### src/design/fwt_pkg.sv
// Shared types and codes for the wait-tracking FIFO.
// No dependencies; imported by every module of the block.
package fwt_pkg;

    localparam logic [1:0] OP_ENQ  = 2'd0;
    localparam logic [1:0] OP_DEQ  = 2'd1;
    localparam logic [1:0] OP_TICK = 2'd2;

    localparam logic [1:0] ST_OK    = 2'd0;
    localparam logic [1:0] ST_FULL  = 2'd1;
    localparam logic [1:0] ST_EMPTY = 2'd2;

    typedef struct packed {
        logic [1:0]  op;
        logic [15:0] entry_id;
    } in_t;

    typedef struct packed {
        logic [15:0] served_id;
        logic [31:0] served_wait;
        logic        served_valid;
        logic [1:0]  status;
        logic [6:0]  occupancy;
        logic [31:0] longest_wait;
    } out_t;

    // controller -> datapath
    typedef struct packed {
        logic accept;   // input transfer this cycle: latch item, read head entry
        logic exec;     // apply the latched item and load the result register
    } ctl_t;

    // datapath -> controller
    typedef struct packed {
        logic out_free; // result register empty or being drained this cycle
    } dp_stat_t;

endpackage

### src/design/fwt_ctrl.sv
// Controller for the wait-tracking FIFO: two-state sequencer per item.
// Depends on fwt_pkg.
module fwt_ctrl
    import fwt_pkg::*;
(
    input  logic     clk,
    input  logic     rst_n,
    input  logic     cmd_valid,
    output logic     cmd_ready,
    input  dp_stat_t stat,
    output ctl_t     ctl
);

    localparam logic S_IDLE = 1'b0;
    localparam logic S_EXEC = 1'b1;

    logic state_reg;
    logic state_next;

    assign cmd_ready  = (state_reg == S_IDLE);
    assign ctl.accept = cmd_valid && cmd_ready;
    assign ctl.exec   = (state_reg == S_EXEC) && stat.out_free;

    always_comb
    begin
        state_next = state_reg;
        case (state_reg)
            S_IDLE:
            begin
                if (ctl.accept)
                begin
                    state_next = S_EXEC;
                end
            end
            S_EXEC:
            begin
                if (stat.out_free)
                begin
                    state_next = S_IDLE;
                end
            end
            default:
            begin
                state_next = S_IDLE;
            end
        endcase
    end

    always_ff @(posedge clk or negedge rst_n)
    begin
        if (!rst_n)
        begin
            state_reg <= S_IDLE;
        end
        else
        begin
            state_reg <= state_next;
        end
    end

endmodule

### src/design/fwt_datapath.sv
// Datapath for the wait-tracking FIFO: entry memories, pointers, tick counter,
// longest-wait register and the result register. Depends on fwt_pkg.
module fwt_datapath
    import fwt_pkg::*;
#(
    parameter int DEPTH   = 64,
    parameter int ID_BITS = 16
)
(
    input  logic     clk,
    input  logic     rst_n,
    input  in_t      cmd,
    input  ctl_t     ctl,
    output dp_stat_t stat,
    output logic     res_valid,
    input  logic     res_ready,
    output out_t     res
);

    localparam int PW = $clog2(DEPTH);
    localparam int CW = $clog2(DEPTH + 1);
    localparam int SW = (ID_BITS < 16) ? ID_BITS : 16;

    logic [SW-1:0] id_mem [DEPTH];
    logic [31:0]   arr_mem [DEPTH];

    logic [SW-1:0] id_rd_reg;
    logic [31:0]   arr_rd_reg;
    logic [1:0]    op_reg;
    logic [SW-1:0] id_reg;

    logic [PW-1:0] head_reg, head_next;
    logic [PW-1:0] tail_reg, tail_next;
    logic [CW-1:0] count_reg, count_next;
    logic [31:0]   tick_reg, tick_next;
    logic [31:0]   max_reg, max_next;
    logic          res_valid_reg, res_valid_next;
    out_t          res_reg, res_next;

    logic          mem_we;
    logic [31:0]   wait_val;

    assign stat.out_free = !res_valid_reg || res_ready;
    assign res_valid     = res_valid_reg;
    assign res           = res_reg;
    assign wait_val      = tick_reg - arr_rd_reg;

    always_comb
    begin
        head_next  = head_reg;
        tail_next  = tail_reg;
        count_next = count_reg;
        tick_next  = tick_reg;
        max_next   = max_reg;
        mem_we     = 1'b0;

        res_next              = '0;
        res_next.status       = ST_OK;

        case (op_reg)
            OP_ENQ:
            begin
                if (count_reg == CW'(DEPTH))
                begin
                    res_next.status = ST_FULL;
                end
                else
                begin
                    mem_we     = ctl.exec;
                    tail_next  = (tail_reg == PW'(DEPTH - 1)) ? '0 : tail_reg + 1'b1;
                    count_next = count_reg + 1'b1;
                end
            end
            OP_DEQ:
            begin
                if (count_reg == '0)
                begin
                    res_next.status = ST_EMPTY;
                end
                else
                begin
                    res_next.served_id    = 16'(id_rd_reg);
                    res_next.served_wait  = wait_val;
                    res_next.served_valid = 1'b1;
                    if (wait_val > max_reg)
                    begin
                        max_next = wait_val;
                    end
                    head_next  = (head_reg == PW'(DEPTH - 1)) ? '0 : head_reg + 1'b1;
                    count_next = count_reg - 1'b1;
                end
            end
            OP_TICK:
            begin
                tick_next = tick_reg + 32'd1;
            end
            default:
            begin
                // unused code: no change
            end
        endcase

        res_next.occupancy    = 7'(count_next);
        res_next.longest_wait = max_next;

        if (ctl.exec)
        begin
            res_valid_next = 1'b1;
        end
        else if (res_ready)
        begin
            res_valid_next = 1'b0;
        end
        else
        begin
            res_valid_next = res_valid_reg;
        end
    end

    // entry memories: head read launched at input transfer, write at execute
    always_ff @(posedge clk)
    begin
        if (mem_we)
        begin
            id_mem[tail_reg]  <= id_reg;
            arr_mem[tail_reg] <= tick_reg;
        end
        if (ctl.accept)
        begin
            id_rd_reg  <= id_mem[head_reg];
            arr_rd_reg <= arr_mem[head_reg];
        end
    end

    always_ff @(posedge clk)
    begin
        if (ctl.accept)
        begin
            op_reg <= cmd.op;
            id_reg <= SW'(cmd.entry_id);
        end
        if (ctl.exec)
        begin
            res_reg <= res_next;
        end
    end

    always_ff @(posedge clk or negedge rst_n)
    begin
        if (!rst_n)
        begin
            head_reg      <= '0;
            tail_reg      <= '0;
            count_reg     <= '0;
            tick_reg      <= '0;
            max_reg       <= '0;
            res_valid_reg <= 1'b0;
        end
        else
        begin
            if (ctl.exec)
            begin
                head_reg  <= head_next;
                tail_reg  <= tail_next;
                count_reg <= count_next;
                tick_reg  <= tick_next;
                max_reg   <= max_next;
            end
            res_valid_reg <= res_valid_next;
        end
    end

endmodule

### src/design/fifo_with_wait_tracking_top.sv
// Wait-tracking FIFO top level. The input transfer moves the controller to its
// execute state, which loads the result register and sets result valid. A new
// item is taken only once the last is executed, as the head entry is read into
// a register at input transfer; an item stalls in the execute state while the
// result register is full and not being drained. Reset clears pointers, count,
// tick counter, longest wait and result valid; entry memories are not cleared.
// Depends on fwt_pkg, fwt_ctrl, fwt_datapath.
module fifo_with_wait_tracking_top
    import fwt_pkg::*;
#(
    parameter int DEPTH   = 64,
    parameter int ID_BITS = 16
)
(
    input  logic clk,
    input  logic rst_n,
    input  logic cmd_valid,
    output logic cmd_ready,
    input  in_t  cmd,
    output logic res_valid,
    input  logic res_ready,
    output out_t res
);

    ctl_t     ctl;
    dp_stat_t stat;

    fwt_ctrl u_ctrl (
        .clk       (clk),
        .rst_n     (rst_n),
        .cmd_valid (cmd_valid),
        .cmd_ready (cmd_ready),
        .stat      (stat),
        .ctl       (ctl)
    );

    fwt_datapath #(
        .DEPTH   (DEPTH),
        .ID_BITS (ID_BITS)
    ) u_datapath (
        .clk       (clk),
        .rst_n     (rst_n),
        .cmd       (cmd),
        .ctl       (ctl),
        .stat      (stat),
        .res_valid (res_valid),
        .res_ready (res_ready),
        .res       (res)
    );

endmodule

### config.mk
export PLATFORM = sky130hd
export DESIGN_NAME = fifo_with_wait_tracking_top
export DESIGN_NICKNAME = d
export VERILOG_FILES = /design/src/design/fwt_pkg.sv /design/src/design/fwt_ctrl.sv /design/src/design/fwt_datapath.sv /design/src/design/fifo_with_wait_tracking_top.sv
export SDC_FILE = /design/constraint.sdc
export NUM_CORES = 2
export LEC_CHECK = 0
export ABC_AREA = 1
export BUFFER_PORTS_ARGS = -buffer_cell sky130_fd_sc_hd__buf_2
export CAP_MARGIN = 20
export CORE_AREA = 8 8 552 554
export CTS_CLUSTER_SIZE = 30
export DETAILED_ROUTE_END_ITERATION = 16
export DIE_AREA = 0 0 560 562
export PLACE_DENSITY = 0.65
export SYNTH_ARGS = -nofsm -noshare
export SYNTH_HDL_FRONTEND = slang
export SYNTH_SLANG_ARGS = --single-unit
### constraint.sdc
create_clock -name clk -period 9.2 [get_ports clk]
set_input_delay 0.92 -clock clk [delete_from_list [all_inputs] [get_ports clk]]
set_output_delay 0.92 -clock clk [all_outputs]
set_load 0.05 [all_outputs]
Word-level counts from Yosys, hierarchy flattened
Memories as Yosys holds them, arrays and structs flattened. A register that Yosys moved wholly into a read port is not among the register bits.
Cells that the tools add are included.
{"block": "classes", "reduce_logical": 11, "n_bitwise": 4, "n_div": 0, "eq_ne": 5, "addsub": 6, "n_mul": 0, "shifts": 0, "muxes": 21, "magnitude_cmp": 1}
{"cell": "32-bit two-way mux", "count": 3}
{"cell": "32-bit by 1-bit adder with 32-bit output, second input constant", "count": 1}
{"cell": "32-bit greater-than comparator", "count": 1}
{"cell": "32-bit subtractor", "count": 1}
{"cell": "7-bit two-way mux", "count": 2}
{"cell": "7-bit one-hot mux with 2 select lines", "count": 1}
{"cell": "6-bit by 1-bit adder with 6-bit output, second input constant", "count": 2}
{"cell": "6-bit equality test, second input constant", "count": 2}
{"cell": "6-bit two-way mux", "count": 2}
{"cell": "1-bit two-way mux", "count": 10}
{"cell": "7-bit by 1-bit adder with 7-bit output, second input constant", "count": 1}
{"cell": "7-bit equality test, second input constant", "count": 1}
{"cell": "7-bit logical NOT", "count": 1}
{"cell": "7-bit by 1-bit subtractor with 7-bit output, second input constant", "count": 1}
{"cell": "3-bit AND reduction", "count": 2}
{"cell": "1-bit inverter", "count": 4}
{"cell": "2-bit one-hot mux with 2 select lines", "count": 1}
{"cell": "2-bit by 1-bit equality test with 1-bit output, second input constant", "count": 1}
{"cell": "2-bit equality test, second input constant", "count": 1}
{"cell": "1-bit logical AND", "count": 2}
{"cell": "2-bit logical NOT", "count": 1}
{"cell": "2-bit two-way mux", "count": 1}
{"cell": "1-bit one-hot mux with 2 select lines", "count": 1}
{"cell": "2-bit AND reduction", "count": 1}
{"cell": "other kinds (4)", "count": 4}
{"block": "totals", "rom_bits": 0, "memories": 2, "latchBits": 0, "ff_bits": 193, "in_bits": 22, "wordCells": 65, "ramBits": 3072}
{"memory": "u_datapath.arr_mem", "depth": 64, "word_bits": 32, "read_ports": 1, "rd_ports_with_merged_regs": 1, "write_ports": 1, "line": "fwt_datapath.sv:25", "rtl": "logic [31:0] arr_mem [DEPTH];"}
{"memory": "u_datapath.id_mem", "depth": 64, "word_bits": 16, "read_ports": 1, "rd_ports_with_merged_regs": 1, "write_ports": 1, "line": "fwt_datapath.sv:24", "rtl": "logic [SW-1:0] id_mem [DEPTH];"}

Depth between registers and ports, before layout
{"block": "depth", "depth_word": 7, "depth_mapped": 28, "ltp_nobuf": 27}

Hierarchy
From an unflattened synthesis, not the netlist that was laid out.
{"block": "unflattened", "cells_unflattened": 10301, "area_unflattened_um2": 132749.8}
{"module": "fwt_datapath", "cells_per_inst": 10292, "area_per_inst_um2": 132689.8, "n_inst": 1}
{"module": "fwt_ctrl", "cells_per_inst": 9, "area_per_inst_um2": 60.1, "n_inst": 1}

Worst setup path before layout
OpenSTA, ideal clock, no wires.
{"block": "synth_timing", "kind": "input -> register", "startpoint": "input port res_ready", "endpoint": "memory u_datapath.arr_mem[39][0], enable pin", "path_stages": 7, "n_path_buf": 1, "setup_slack_ps": 2481, "setup_time_ps": 573, "arrival_ps": 6147, "path_cell_list": "inv_2 > nand2_2 > nand2_4 > nor2_2 > buf_2 > nand2_1 > nor4_1"}
{"block": "synth_between", "elab_chain_len": 6}
{"item": "from (decl)", "line": "fifo_with_wait_tracking_top.sv:21", "rtl": "input logic res_ready,"}
{"item": "1-bit logical OR", "line": "fwt_datapath.sv:43", "rtl": "assign stat.out_free = !res_valid_reg || res_ready;"}
{"item": "1-bit logical AND", "line": "fwt_ctrl.sv:22", "rtl": "assign ctl.exec = (state_reg == S_EXEC) && stat.out_free;"}
{"item": "1-bit two-way mux", "line": "fwt_datapath.sv:63", "rtl": "if (count_reg == CW'(DEPTH))"}
{"item": "1-bit two-way mux", "line": "fwt_datapath.sv:60", "rtl": "case (op_reg)"}
{"item": "1-bit two-way mux", "line": "fwt_datapath.sv:123", "rtl": "if (mem_we)"}
{"item": "1-bit two-way mux (not written as such)", "line": "fwt_datapath.sv:126", "rtl": "arr_mem[tail_reg] <= tick_reg;"}
{"item": "to (decl)", "line": "fwt_datapath.sv:25"}
Every way passes these cells.

Worst setup path after layout
{"block": "layout_timing", "startpoint": "register u_datapath.count_reg[1]", "endpoint": "memory u_datapath.id_mem[46][10] (netlist name), enable pin"}
{"block": "layout_between", "elab_chain_len": 5}
{"item": "from (decl)", "line": "fwt_datapath.sv:34", "rtl": "logic [CW-1:0] count_reg, count_next;"}
{"item": "from (signal assigned)", "line": "fwt_datapath.sv:165", "rtl": "count_reg <= count_next;"}
{"item": "7-bit equality test", "line": "fwt_datapath.sv:63"}
{"item": "1-bit two-way mux", "line": "fwt_datapath.sv:63"}
{"item": "1-bit two-way mux", "line": "fwt_datapath.sv:60"}
{"item": "1-bit two-way mux", "line": "fwt_datapath.sv:123"}
{"item": "1-bit two-way mux (not written as such)", "line": "fwt_datapath.sv:125", "rtl": "id_mem[tail_reg] <= id_reg;"}
{"item": "to (decl)", "line": "fwt_datapath.sv:24"}
Every way passes these cells.

==> impl_metrics.tcl <==
set metrics [dict create \
    drv_cap 0 \
    overflow 0 \
    crit_path_end_kind "register" \
    largest_reg_flops 2048 \
    grt_pass1_wl_mm 588 \
    worstHoldPathType "in2async" \
    antenna_left 0 \
    setup_viol 0 \
    pwr-share-seq_pct 38.1 \
    via_count 89300 \
    yosysTopAreaCellShare_pct 73.1 \
    dieArea_mm2 0.315 \
    timing.rr.end "u_datapath.id_mem[46][10]$_DFFE_PP_" \
    initial_utilization_pct 44.8 \
    path_clk_slew_ns 0.06 \
    drt_wl_total_mm 414 \
    slowest_delay_ns 1.18 \
    clock_latency_ns 1.00 \
    status "complete, no violations" \
    synth.area.top_cells "edfxtp_1 (73%), o21ai_0 (5.8%), nor2_1 (5.3%)" \
    syn_nets 10400 \
    power.switching_uw 17900 \
    intPower_uw 29000 \
    finalClockSkew_ns 0.101 \
    rows 200 \
    p_per_area_mw_per_mm2 316 \
    multi_input_area_mm2 0.0299 \
    cts_buffer_depth 4 \
    die_h_um 562 \
    p_leak_uw 0.0480 \
    syn2layout_area_growth_pct 12.0 \
    hold_slack_ns 0.0241 \
    fin_tns_setup_ns 0 \
    netlist_area_mm2 0.133 \
    p_sw_share_pct 38.2 \
    crit_start "u_datapath.count_reg[1]$_DFFE_PN0P_" \
    fp.coreArea_mm2 0.296 \
    yosysWarnings 0 \
    port_buffers 113 \
    period_share_pct 57.2 \
    synth.distinct_cells 43 \
    synth-seq-cells 3313 \
    grt_max_degree 255 \
    critPathArrivalTime_ns 5.83 \
    r2r_start "u_datapath.count_reg[1]$_DFFE_PN0P_" \
    peakVddDrop_mv 0.385 \
    crit_path_end "u_datapath.id_mem[46][10]$_DFFE_PP_" \
    crit_top_cell "nand2_1" \
    fill_cells 24700 \
    yosysTopAreaCell "edfxtp_1" \
    rsz0062_at_grt "no" \
    cts_max_level 5 \
    synth_edf_count 3228 \
    path_cells "inv_1 -> ha_1 -> nand3_2 -> nor3_2 -> nand2_1 -> nand2_1 -> nor2_2 -> nand4_1 -> nor2_4 -> buf_4" \
    power_frac_comb_pct 33.4 \
    syn_inst 10300 \
    place_congestion 0.857 \
    async_flop_share_pct 2.57 \
    post-route-min-period_ns 5.27 \
    wl_per_cell_um 28.5 \
    worstSetupPathType "reg2reg" \
    cts_resized 0 \
    syn_area_per_cell_um2 12.9 \
    fmax_mhz 190 \
    final_common_cell "edfxtp_1" \
    worst_pin_slew_ns 1.22 \
    final_cell_mix "edfxtp_1 (3,228), nor2_1 (1,809), o21ai_0 (1,544)" \
    power_frac_clock_pct 28.5 \
    drt-pass1-iter-count 9 \
    dieWidth_um 560 \
    cts_root_buffer "clkbuf_16" \
    grt_pass1_vias 84000 \
    path_max_fanout 26 \
    cts_num_sinks 3313 \
    cts_tree "done" \
    post_cts_buffers 0 \
    worstPathRequired_ns 9.76 \
    io_pins 114 \
    finalHoldViolations 0 \
    vias_per_cell 6.15 \
    start_kind "register" \
    reg2reg_slack_ns 3.93 \
    track_usage_pct 25.2 \
    r2r_cells 10 \
    post-dp-hpwl_mm 212 \
    maxSlewHeadroom_pct 18.4 \
    cts_buffers 348 \
    antenna_found_initial 16 \
    yosys_most_used_dff "edfxtp_1" \
    hold_buffers 0 \
    ff_latch_area_mm2 0.0991 \
    drc_errors 0 \
    drive_above_1_share_pct 8.82 \
    nNetsFinal 10400 \
    drt_iter0_drc 14000 \
    power.total_uw 46900 \
    yosysSeqAreaShare_pct 74.7 \
    maxSlewViolCount 0 \
    crit_slowest_cell "nor2_4" \
]
==> worst min path at each step <==
| stage | endpoint | from | depth (start not counted) | slack [ns] |
|---|---|---|---|---|
| after global placement | u_datapath.max_reg[12]$_DFFE_PN0P_ | u_datapath.max_reg[12]$_DFFE_PN0P_ | 2 | 0.47 |
| after global routing | u_datapath.max_reg[0]$_DFFE_PN0P_ | rst_n | 1 | 0.03 |
| after detailed placement | u_datapath.max_reg[13]$_DFFE_PN0P_ | u_datapath.max_reg[13]$_DFFE_PN0P_ | 2 | 0.47 |
| after CTS | u_datapath.max_reg[2]$_DFFE_PN0P_ | rst_n | 1 | 0.003 |
| after floorplan | u_datapath.max_reg[31]$_DFFE_PN0P_ | u_datapath.max_reg[31]$_DFFE_PN0P_ | 2 | 0.45 |
| final | u_datapath.max_reg[28]$_DFFE_PN0P_ | rst_n | 1 | 0.02 |
==> stage by stage <==
step	instance area (µm²)	util (%)	worst slack [ns]	instances
after CTS	148000	50.1	4.00	14500
after detailed placement	138000	46.5	3.69	13900
final	149000	50.2	3.93	14500
after global routing	149000	50.2	3.67	14500
after floorplan	133000	-	2.48	10300
after global placement	138000	46.5	3.71	13900
==> synth_stat cells (20+ instances only) <==
cell,n
nor2_1,1873
dfrtp_1,85
buf_2,213
a21oi_1,152
buf_1,20
o22ai_1,423
edfxtp_1,3228
xor2_1,40
and2_1,33
nand2_1,827
inv_1,301
nor3_1,24
buf_4,30
o211ai_1,191
o21ai_0,1544
o221ai_1,197
clkbuf_1,393
o21ai_1,27
ha_1,68
nand3_1,489
nand4_1,53
==> layout make-up <==
| cell class | instances | share of cell area [%] |
|---|---|---|
| Timing Repair Buffer | 337 | 1.78 |
| Clock buffer | 433 | 6.15 |
| Inverter | 313 | 0.834 |
| Clock inverter | 177 | 1.01 |
| Multi-Input combinational cell | 6004 | 20.2 |
| Sequential cell | 3313 | 66.7 |
| Antenna cell | 4 | 0.00674 |
| Tap cell | 3939 | 3.32 |
==> power by group through the flow <==
stage / logic (µW) / registers, µW / clock network (µW)
2_1_floorplan: 9290 / 18800 / 0
3_3_place_gp: 15100 / 18200 / 0
3_5_place_dp: 15300 / 18200 / 0
4_1_cts: 15400 / 17900 / 13500
5_1_grt: 16900 / 17900 / 14000
6_report: 15700 / 17900 / 13400
==> routing by layer <==
layer  track usage [%]  vias to the layer above  wire length [µm]
met3              5.41                     1005             49700
li1                  -                    38000                 -
met5                 0                        -                27
met4              10.2                        4             18400
met2              39.5                     5844            188000
met1              34.6                    44500            158000
==> cell families (layout without fill, tap and decap cells) <==
family,after synthesis,in the layout,share of synthesized area (%)
simple gates,3333,3333,10.2
flops,3313,3313,74.7
compound gates,2544,2544,10.9
buf+inv,977,1260,3.10
fa+ha+maj,69,69,0.657
xor+xnor,58,58,0.383
other cells,0,4,0
==> critical path: cells and delay by family, from the launching register on <==
| family | cells | cell delay, ns |
|---|---|---|
| adders and majority gates | 1 | 0.23 |
| DFF | 1 | 0.42 |
| buffers and inverters | 2 | 0.79 |
| and+or+nand+nor | 7 | 3.36 |
Power figures use the tool's default switching activity.
